### config.mk
export PLATFORM = sky130hd
export DESIGN_NAME = gepl_accum
export DESIGN_NICKNAME = d
export VERILOG_FILES = /design/src/hdl/gnss_early_prompt_late_correlator_assert.svh /design/src/hdl/gepl_pkg.sv /design/src/hdl/gepl_accum.sv
export SDC_FILE = /design/constraint.sdc
export NUM_CORES = 1
export LEC_CHECK = 0
export ABC_AREA = 0
export BUFFER_PORTS_ARGS = -buffer_cell sky130_fd_sc_hd__buf_2
export CAP_MARGIN = 10
export CELL_PAD_IN_SITES_DETAIL_PLACEMENT = 0
export CELL_PAD_IN_SITES_GLOBAL_PLACEMENT = 1
export CORE_UTILIZATION = 45
export CTS_CLUSTER_DIAMETER = 100
export DETAILED_ROUTE_END_ITERATION = 7
export GPL_TIMING_DRIVEN = 0
export PLACE_DENSITY = 0.87
export SLEW_MARGIN = 25
export SYNTH_ARGS = -nofsm -noshare
export SYNTH_HDL_FRONTEND = slang
export SYNTH_SLANG_ARGS = --single-unit
### constraint.sdc
create_clock -name i_clk -period 10 [get_ports i_clk]
set_clock_uncertainty 0.15 [all_clocks]
set_input_delay 0.5 -clock i_clk [delete_from_list [all_inputs] [get_ports i_clk]]
set_output_delay 0.5 -clock i_clk [all_outputs]
set_load 0.01 [all_outputs]
### src/hdl/gnss_early_prompt_late_correlator_assert.svh
// Assertion helpers for the correlator top module.
// Every check is sampled on the rising clock edge and is held off while reset is low.
`ifndef GNSS_EARLY_PROMPT_LATE_CORRELATOR_ASSERT_SVH
`define GNSS_EARLY_PROMPT_LATE_CORRELATOR_ASSERT_SVH

// A condition that must hold on every clock edge out of reset.
`define GEPL_ASSERT_ALWAYS(label, clk, rst_n, cond, msg) \
    label: assert property (@(posedge clk) disable iff (!rst_n) (cond)) else $error(msg);

// A consequence that must hold on the same edge as its trigger.
`define GEPL_ASSERT_IMPLY(label, clk, rst_n, ante, cons, msg) \
    label: assert property (@(posedge clk) disable iff (!rst_n) (ante) |-> (cons)) \
        else $error(msg);

`endif

### src/hdl/gepl_pkg.sv
package gepl_pkg;

    // Defaults for the top-level parameters.
    localparam int CODE_DEPTH_DEF  = 1024;
    localparam int SAMPLE_BITS_DEF = 8;
    localparam int ACC_BITS_DEF    = 32;

    // Code phase format: integer chips above FRAC_CODE fractional bits.
    localparam int FRAC_CODE      = 22;
    localparam int LEN_W          = 11;
    localparam int PH_W           = LEN_W + FRAC_CODE;
    localparam int REM_DIVIDEND_W = 32 - FRAC_CODE;
    localparam int CHIP_IDX_W     = 10;
    localparam int CNT_W          = 17;
    localparam int TIX_W          = 4;
    localparam int TAB_W          = 6;

    localparam int CFG_IDX_W  = 3;
    localparam int CFG_DATA_W = 32;
    localparam int HALF_W     = 23;

    localparam int N_SUMS    = 6;
    localparam int OUT_W     = 32;
    localparam int RES_W     = N_SUMS * OUT_W;

    // Result queue between the accumulators and the output port.
    localparam int RES_Q_DEPTH = 4;
    localparam int RES_Q_AW    = 2;
    localparam int RES_CNT_W   = 3;

    localparam logic [CNT_W-1:0]  MAX_BLOCK        = 17'd65536;
    localparam logic [HALF_W-1:0] HALF_SPACING_RST = 23'd2097152;
    localparam logic [LEN_W-1:0]  CODE_LENGTH_RST  = 11'd1023;
    localparam logic [CNT_W-1:0]  BLOCK_LENGTH_RST = 17'd4000;

    // Configuration register indexes.
    localparam logic [CFG_IDX_W-1:0] REG_CARR_PHASE_INIT = 3'd0;
    localparam logic [CFG_IDX_W-1:0] REG_CARR_STEP       = 3'd1;
    localparam logic [CFG_IDX_W-1:0] REG_CODE_PHASE_INIT = 3'd2;
    localparam logic [CFG_IDX_W-1:0] REG_CODE_STEP       = 3'd3;
    localparam logic [CFG_IDX_W-1:0] REG_HALF_SPACING    = 3'd4;
    localparam logic [CFG_IDX_W-1:0] REG_CODE_LENGTH     = 3'd5;
    localparam logic [CFG_IDX_W-1:0] REG_BLOCK_LENGTH    = 3'd6;

    // Item kinds carried in tuser.
    localparam logic OP_SAMPLE = 1'b0;
    localparam logic OP_LOAD   = 1'b1;

    // Values that a new integration block starts from.
    typedef struct packed {
        logic [31:0]      carr_init;
        logic [31:0]      carr_step;
        logic [PH_W-1:0]  code_e;
        logic [PH_W-1:0]  code_p;
        logic [PH_W-1:0]  code_l;
        logic [PH_W-1:0]  code_step;
        logic [PH_W-1:0]  period;
        logic [CNT_W-1:0] blk_len;
    } t_blk_cfg;

    // Per-sample lookups produced by the phase generators.
    typedef struct packed {
        logic [LEN_W-1:0] idx_e;
        logic [LEN_W-1:0] idx_p;
        logic [LEN_W-1:0] idx_l;
        logic [TIX_W-1:0] tix;
        logic             last;
    } t_tap;

    // round(16*cos(k*pi/8)), four fractional bits.
    function automatic logic signed [TAB_W-1:0] cos_lut(input logic [TIX_W-1:0] k);
        logic signed [TAB_W-1:0] v;
        case (k)
            4'd0:    v = 6'sd16;
            4'd1:    v = 6'sd15;
            4'd2:    v = 6'sd11;
            4'd3:    v = 6'sd6;
            4'd4:    v = 6'sd0;
            4'd5:    v = -6'sd6;
            4'd6:    v = -6'sd11;
            4'd7:    v = -6'sd15;
            4'd8:    v = -6'sd16;
            4'd9:    v = -6'sd15;
            4'd10:   v = -6'sd11;
            4'd11:   v = -6'sd6;
            4'd12:   v = 6'sd0;
            4'd13:   v = 6'sd6;
            4'd14:   v = 6'sd11;
            default: v = 6'sd15;
        endcase
        return v;
    endfunction

    // The sine table is the cosine table a quarter cycle later.
    function automatic logic signed [TAB_W-1:0] sin_lut(input logic [TIX_W-1:0] k);
        logic [TIX_W-1:0] j;
        j = k - 4'd4;
        return cos_lut(j);
    endfunction

    // (a + b) mod p for a, b already below p.
    function automatic logic [PH_W-1:0] wrap_add(input logic [PH_W-1:0] a,
                                                 input logic [PH_W-1:0] b,
                                                 input logic [PH_W-1:0] p);
        logic [PH_W:0] s;
        s = {1'b0, a} + {1'b0, b};
        if (s >= {1'b0, p}) begin
            s = s - {1'b0, p};
        end
        return s[PH_W-1:0];
    endfunction

endpackage

### src/hdl/gepl_accum.sv
// Carrier wipe-off, code multiply and the six integrate-and-dump sums.
module gepl_accum #(
    parameter int SAMPLE_BITS = gepl_pkg::SAMPLE_BITS_DEF,
    parameter int ACC_BITS    = gepl_pkg::ACC_BITS_DEF
) (
    input  logic                            i_clk,
    input  logic                            i_rst_n,
    input  logic                            i_valid,
    input  logic signed [SAMPLE_BITS-1:0]   i_sample,
    input  logic [gepl_pkg::TIX_W-1:0]      i_tix,
    input  logic                            i_last,
    input  logic [2:0]                      i_chips,
    output logic                            o_res_valid,
    output logic [gepl_pkg::RES_W-1:0]      o_res
);
    localparam int PW = SAMPLE_BITS + 5;
    localparam int NS = gepl_pkg::N_SUMS;
    localparam int OW = gepl_pkg::OUT_W;

    // Stage 1: sample and table index, chips arrive from the table alongside.
    logic                          r_s1_valid;
    logic signed [SAMPLE_BITS-1:0] r_s1_sample;
    logic [gepl_pkg::TIX_W-1:0]    r_s1_tix;
    logic                          r_s1_last;

    // Stage 2: wiped-off I and Q.
    logic                 r_s2_valid;
    logic signed [PW-1:0] r_s2_ci;
    logic signed [PW-1:0] r_s2_cq;
    logic [2:0]           r_s2_chips;
    logic                 r_s2_last;

    // Stage 3: the sums.
    logic signed [ACC_BITS-1:0] r_acc [NS];
    logic signed [ACC_BITS-1:0] n_acc [NS];
    logic                       r_res_valid;
    logic [gepl_pkg::RES_W-1:0] r_res;

    logic signed [PW-1:0] s_ext;
    logic signed [PW-1:0] sin_ext;
    logic signed [PW-1:0] cos_ext;
    logic signed [PW-1:0] ci;
    logic signed [PW-1:0] cq;

    assign s_ext   = PW'(r_s1_sample);
    assign sin_ext = PW'(gepl_pkg::sin_lut(r_s1_tix));
    assign cos_ext = PW'(gepl_pkg::cos_lut(r_s1_tix));
    assign ci      = s_ext * sin_ext;
    assign cq      = s_ext * cos_ext;

    // Sums in order: I early, Q early, I prompt, Q prompt, I late, Q late.
    always_comb begin
        for (int k = 0; k < NS; k++) begin
            logic signed [ACC_BITS-1:0] term;
            term = ((k & 1) == 0) ? ACC_BITS'(r_s2_ci) : ACC_BITS'(r_s2_cq);
            if (r_s2_chips[k >> 1]) begin
                n_acc[k] = r_acc[k] + term;
            end else begin
                n_acc[k] = r_acc[k] - term;
            end
        end
    end

    always_ff @(posedge i_clk) begin
        if (!i_rst_n) begin
            r_s1_valid  <= 1'b0;
            r_s2_valid  <= 1'b0;
            r_res_valid <= 1'b0;
            for (int k = 0; k < NS; k++) begin
                r_acc[k] <= '0;
            end
        end else begin
            r_s1_valid  <= i_valid;
            r_s2_valid  <= r_s1_valid;
            r_res_valid <= r_s2_valid && r_s2_last;
            if (r_s2_valid) begin
                for (int k = 0; k < NS; k++) begin
                    r_acc[k] <= r_s2_last ? '0 : n_acc[k];
                end
            end
        end
    end

    always_ff @(posedge i_clk) begin
        if (i_valid) begin
            r_s1_sample <= i_sample;
            r_s1_tix    <= i_tix;
            r_s1_last   <= i_last;
        end
        if (r_s1_valid) begin
            r_s2_ci    <= ci;
            r_s2_cq    <= cq;
            r_s2_chips <= i_chips;
            r_s2_last  <= r_s1_last;
        end
        if (r_s2_valid && r_s2_last) begin
            for (int k = 0; k < NS; k++) begin
                r_res[k*OW +: OW] <= OW'(n_acc[k]);
            end
        end
    end

    assign o_res_valid = r_res_valid;
    assign o_res       = r_res;

endmodule

==> results of run 1 <==
## power groups by stage
stage          clock network (mW)  logic [mW]  registers (mW)
2_1_floorplan                   0        3.34            2.59
3_3_place_gp                    0        4.52            2.60
4_1_cts                      1.91        4.66            2.54
3_5_place_dp                    0        4.61            2.58
6_report                     1.88        4.69            2.54
5_1_grt                      1.97        5.19            2.56
## final timing paths
kind / start / endpoint / slack (ns) / cells past startpoint
setup / recovery: r_s1_tix[1]$_DFFE_PP_ / r_s2_ci[12]$_DFFE_PP_ / 3.50 / 22
hold / removal: i_rst_n / r_s2_valid$_SDFF_PN0_ / 0.13 / 2
setup reg to reg: r_s1_tix[1]$_DFFE_PP_ / r_s2_ci[12]$_DFFE_PP_ / 3.50 / 22
hold reg to reg: r_s1_last$_DFFE_PP_ / r_s2_last$_DFFE_PP_ / 0.41 / 0
## stage by stage
| step | instances | setup WS [ns] |
|---|---|---|
| finish | 3964 | 3.50 |
| global route | 3964 | 3.08 |
| CTS | 3964 | 3.53 |
| detailed placement | 3860 | 3.53 |
| global placement | 3852 | 1.35 |
| floorplan | 2786 | 4.08 |
## cells in the final DEF (no fill, tap or decap), types with 6 or more instances in the layout
cell type and instances:
o21bai_1 32, inv_1 141, nor2_1 154, mux2_2 8
nand2_1 176, clkbuf_16 49, clkinv_2 6, bufinv_16 8
a211oi_1 10, nor4_1 6, and3_1 27, buf_2 217
or2_2 8, xor2_1 116, dlygate4sd3_1 16, a21boi_0 7
xnor2_1 141, a31oi_1 31, a311oi_1 7, dfxtp_1 8
fa_1 70, or3_1 23, nand2b_1 19, clkinv_1 8
nor3_1 47, nor2b_1 30, o31ai_1 8, and2_1 217
o21a_1 13, ha_1 250, a21o_1 123, mux2i_1 25
o21ai_0 174, nor3b_1 10, nand4_1 25, edfxtp_1 427
clkbuf_1 106, nand3_1 43, a21oi_1 212
## layout make-up
type | instances | area (µm²)
multi-input combinational | 2099 | 15600
tap | 855 | 1070
fill | 5646 | 30900
clock inverter | 32 | 385
clock buffer | 56 | 1250
sequential | 436 | 13000
inverter | 141 | 529
timing repair buffer | 235 | 1410
buffer | 110 | 422
## metal layers
layer  routed length (µm)  GRT usage, %  up-vias  share of wire (%)
met5                   25             0        -              0.032
met2                35100          36.6      675                 44
met3                 5000          4.13      177                6.3
met1                35300          31.7    10600                 45
li1                     -             -    10600                  -
met4                 3770          10.9        4                4.8
## worst max-delay path, cell delays in order, from the launching register on
cell and delay, ns:
edfxtp_1 0.44, inv_1 0.23, ha_1 0.22, inv_1 0.04, o21ai_1 0.59, a21boi_0 0.76
nand2b_1 0.23, fa_1 0.45, fa_1 0.49, inv_1 0.05, fa_1 0.47, inv_1 0.05
fa_1 0.49, inv_1 0.06, fa_1 0.39, a21oi_1 0.14, nor2_1 0.05, nor2_1 0.15
o21bai_1 0.08, a21oi_1 0.23, o21bai_1 0.09, a21oi_1 0.19, xnor2_1 0.22
## state kept, by name, summed over array words and instances (netlist names)
signal,cells
r_s1_last,1
o_res,192
r_s2_ci,13
r_s2_chips,3
cos_ext,6
r_s2_cq,13
r_s2_last,1
r_acc,192
r_s1_sample,8
r_s1_tix,4
o_res_valid,1
r_s2_valid,1
r_s1_valid,1
## cells by family after synthesis
group	count (synthesis)	synth area share, %
AOI/OAI and AO/OA	687	14.5
xor gates and xnor gates	257	7.63
adders and majority gates	320	15.3
buffers and inverters	251	3.22
DFF	436	44.1
muxes	35	1.31
and+or+nand+nor	800	13.9
==> impl_metrics.json, run 1 <==
{
  "status": "completed",
  "crit_fanout": 10,
  "nets": 3411,
  "clockBufferDepth": 3,
  "final-hold-violation-count": 0,
  "critPathLaunchType": "register",
  "synth_cells": 2786,
  "vias": 22100,
  "synth-edff-count": 427,
  "placed_cell_area_mm2": 0.0318,
  "start_util_pct": 45.7,
  "die-area_mm2": 0.0666,
  "finalCritPeriodShare_pct": 65.0,
  "required_ns": 10.22,
  "synth_ff_type": "edfxtp_1",
  "fin_hold_ws_ns": 0.130,
  "die_w_um": 258,
  "n_antenna_cell": 0,
  "seq_area_frac_synth_pct": 44.1,
  "synth_fp_nets": 3125,
  "die_h_um": 258,
  "synth.cell_area_mm2": 0.0295,
  "relSlewSlack_pct": 26.9,
  "fmax_mhz": 154,
  "clk_pin_slew_ns": 0.06,
  "stdcell_area_mm2": 0.0336,
  "num_rows": 93,
  "drtPass1Iterations": 5,
  "cts-hold-fix-buffers": 16,
  "synth-seq-cells": 436,
  "pin_count": 212,
  "cts_setup_buffers": 0,
  "fin_tns_setup_ns": 0,
  "cts_max_level": 2,
  "grt_max_degree": 59,
  "yosys_warnings": 0,
  "grt_pass1_wl_um": 121000,
  "setup_violations": 0,
  "share_comb_of_total_power_pct": 51.5,
  "place_hpwl_um": 60300,
  "grt.total_usage_pct": 23.4,
  "yosysMostFrequentCell": "edfxtp_1",
  "synthTopCellsByArea": "edfxtp_1, ha_1, fa_1",
  "grt_pass1_vias": 21700,
  "postLayoutCoreUtil_pct": 52.1,
  "internal-power_mw": 5.33,
  "ys_top_cells_by_count": "edfxtp_1, ha_1, and2_1",
  "avgSynthCellArea_um2": 10.6,
  "rsz0062_at_grt": "false",
  "numCtsBuffers": 49,
  "ir_drop_mv": 0.143,
  "overflow": 0,
  "ctsResizeCount": 0,
  "worstHoldPathType": "in -> reg",
  "p_switching_mw": 3.78,
  "yosysTopAreaCellShare_pct": 43.4,
  "cts_tree": "built",
  "clk_latency_ns": 0.59,
  "ant_nets": 0,
  "async_reset_ff_share_pct": 0,
  "ys_types": 74,
  "gp_congestion": 0.926,
  "clock_sinks": 436,
  "min_period_ns": 6.50,
  "drcViolationCount": 0,
  "critPathKind": "reg -> reg",
  "wl_per_cell_um": 20.0,
  "area_delta_synth_final_pct": 14.0,
  "swShare_pct": 41.5,
  "p_total_mw": 9.11,
  "report.final.slew_viol_count": 0,
  "grt_antenna_before_repair": 2,
  "via_per_inst": 5.58,
  "port_buffers": 211,
  "cts_root_buf": "clkbuf_16",
  "coreArea_mm2": 0.0646,
  "powerDensity_mw_per_mm2": 271,
  "drt_iter0_drc": 1584,
  "wl_um": 79200,
  "arrival_ns": 6.72,
  "clkPwrFrac_pct": 20.6,
  "seq_power_share_pct": 27.9,
  "synth_top_cell_by_area": "edfxtp_1",
  "cp-end-kind": "register",
  "tightest_slew_ns": 1.10,
  "power.leakage_nw": 14.3,
  "drive_gt1_share_pct": 11.0,
  "maxCapViolations": 0
}
No activity file was read; power rests on OpenSTA's default activity.
==> run 2: changes to the inputs <==
Clock period 10 ns to 6.63 ns, I/O delays scaled along.
==> run 2 against run 1 <==
  * Worst hold slack improved by 0.17 ns
  * Critical endpoint is now o_res[127]$_DFFE_PP_
  * Clock power increased by 51%
  * Routed wire length increased by 0.31%
  * Largest power group unchanged
  * Largest cell class unchanged
==> impl_metrics.json, run 2 (synthesized netlist as in run 1, its figures left out) <==
{
  "status": "completed",
  "cp_num_buf_inv": 1,
  "overflow": 0,
  "clockBufferDepth": 3,
  "drcViolationCount": 0,
  "worst_slack_ns": 0.532,
  "crit_family": "simple AND/OR/NAND/NOR gates",
  "cp-end-kind": "register",
  "clock_sinks": 436,
  "place_hpwl_um": 60300,
  "maxCapViolations": 0,
  "fmax_mhz": 164,
  "relSlewSlack_pct": 25.4,
  "tightest_slew_ns": 1.12,
  "max_stage_delay_ns": 0.54,
  "cts_setup_buffers": 0,
  "nets": 3413,
  "via_per_inst": 5.59,
  "grt_pass1_vias": 21700,
  "clk_latency_ns": 0.59,
  "grt_pass1_wl_um": 122000,
  "cts_tree": "built",
  "multi_input_area_mm2": 0.0156,
  "worstHoldPathType": "in -> reg",
  "crit_fanout": 10,
  "grt.total_usage_pct": 23.5,
  "start_util_pct": 45.7,
  "arrival_ns": 6.34,
  "coreArea_mm2": 0.0646,
  "setup_violations": 0,
  "port_buffers": 211,
  "cts_root_buf": "clkbuf_16",
  "final-hold-violation-count": 0,
  "num_rows": 93,
  "wl_um": 79400,
  "grt_max_degree": 59,
  "rsz0062_at_grt": "false",
  "p_total_mw": 13.8,
  "drt_iter0_drc": 1584,
  "power.leakage_nw": 14.3,
  "crit_chain": "or3_1 -> nor3_1 -> nor3b_2 -> nand3_1 -> nand2_1 -> clkbuf_1 -> o21ai_0 -> ha_1 -> a21oi_1 -> o21bai_1 -> a21oi_1 -> o21ai_0 -> nor3b_1 -> a21oi_1 -> a311oi_1 -> xor2_1",
  "min_period_ns": 6.10,
  "drive_gt1_share_pct": 11.1,
  "gp_congestion": 0.926,
  "fin_hold_ws_ns": 0.301,
  "n_antenna_cell": 0,
  "area_delta_synth_final_pct": 14.1,
  "cpMaxStageDelayCell": "a311oi_1",
  "pre_cts_ws_ns": 0.164,
  "critPathKind": "reg -> reg",
  "seqCellArea_mm2": 0.0130,
  "numCtsBuffers": 49,
  "ir_drop_mv": 0.220,
  "die_w_um": 258,
  "fillers": 5645,
  "clk_pin_slew_ns": 0.06,
  "pin_count": 212,
  "drtPass1Iterations": 6,
  "ant_nets": 0,
  "critPathLaunchType": "register",
  "powerDensity_mw_per_mm2": 409,
  "report.final.slew_viol_count": 0,
  "wl_per_cell_um": 20.0,
  "die-area_mm2": 0.0666,
  "grt_antenna_before_repair": 1,
  "required_ns": 6.87,
  "final_common_cell": "edfxtp_1",
  "cts_max_level": 2,
  "final_cell_mix": "edfxtp_1, ha_1, buf_2, and2_1, a21oi_1",
  "finalCritPeriodShare_pct": 92.0,
  "die_h_um": 258,
  "vias": 22200,
  "path_common_cell": "a21oi_1"
}
-- run 2: metrics by stage --
step | util (%) | setup TNS [ns] | instance area, µm² | cells
after CTS | 52.1 | 0 | 33700 | 3966
final | 52.1 | 0 | 33700 | 3966
after global placement | 49.0 | -747.97 | 31600 | 3852
after detailed placement | 49.3 | 0 | 31800 | 3860
after floorplan | - | 0 | 29500 | 2786
after global routing | 52.1 | 0 | 33700 | 3966
-- run 2: per-layer routing --
layer | wire length (µm) | global-route usage (%)
met5 | 11 | 0
met2 | 35300 | 36.8
met3 | 5050 | 4.03
met4 | 3750 | 10.9
met1 | 35300 | 31.8
-- run 2: area by class of cell --
cell class / count / area share [%]
Clock inverter: 32 / 1.14
Timing Repair Buffer: 237 / 4.26
Tap cell: 855 / 3.18
Buffer: 110 / 1.25
Sequential cell: 436 / 38.6
Clock buffer: 56 / 3.72
Multi-Input combinational cell: 2099 / 46.3
Inverter: 141 / 1.57
-- run 2: report_power, final --
group          switching (mW)  internal (mW)  leakage [nW]  total, mW
sequential              0.132           3.70          4.25       3.83
clock                    1.16           1.67         0.790       2.83
combinational            4.41           2.67          9.31       7.09
total                    5.71           8.05          14.3       13.8
-- run 2: what timing repair did --
item	4_1_cts	5_1_grt
resized for setup	0	2
hold endpoints to repair	33	0
hold buffers	18	0
setup endpoints to repair	0	2
-- run 2: final timing paths --
| path | from | endpoint | slack, ns | depth (start not counted) |
|---|---|---|---|---|
| worst max register to register | r_s2_cq[7]$_DFFE_PP_ | o_res[127]$_DFFE_PP_ | 0.53 | 16 |
| worst min register to register | r_acc[4][0]$_SDFFCE_PP0P_ | o_res[128]$_DFFE_PP_ | 0.41 | 1 |
| worst max-delay path | r_s2_cq[7]$_DFFE_PP_ | o_res[127]$_DFFE_PP_ | 0.53 | 16 |
| worst min-delay path | i_sample[3] | r_s1_sample[3]$_DFFE_PP_ | 0.30 | 2 |
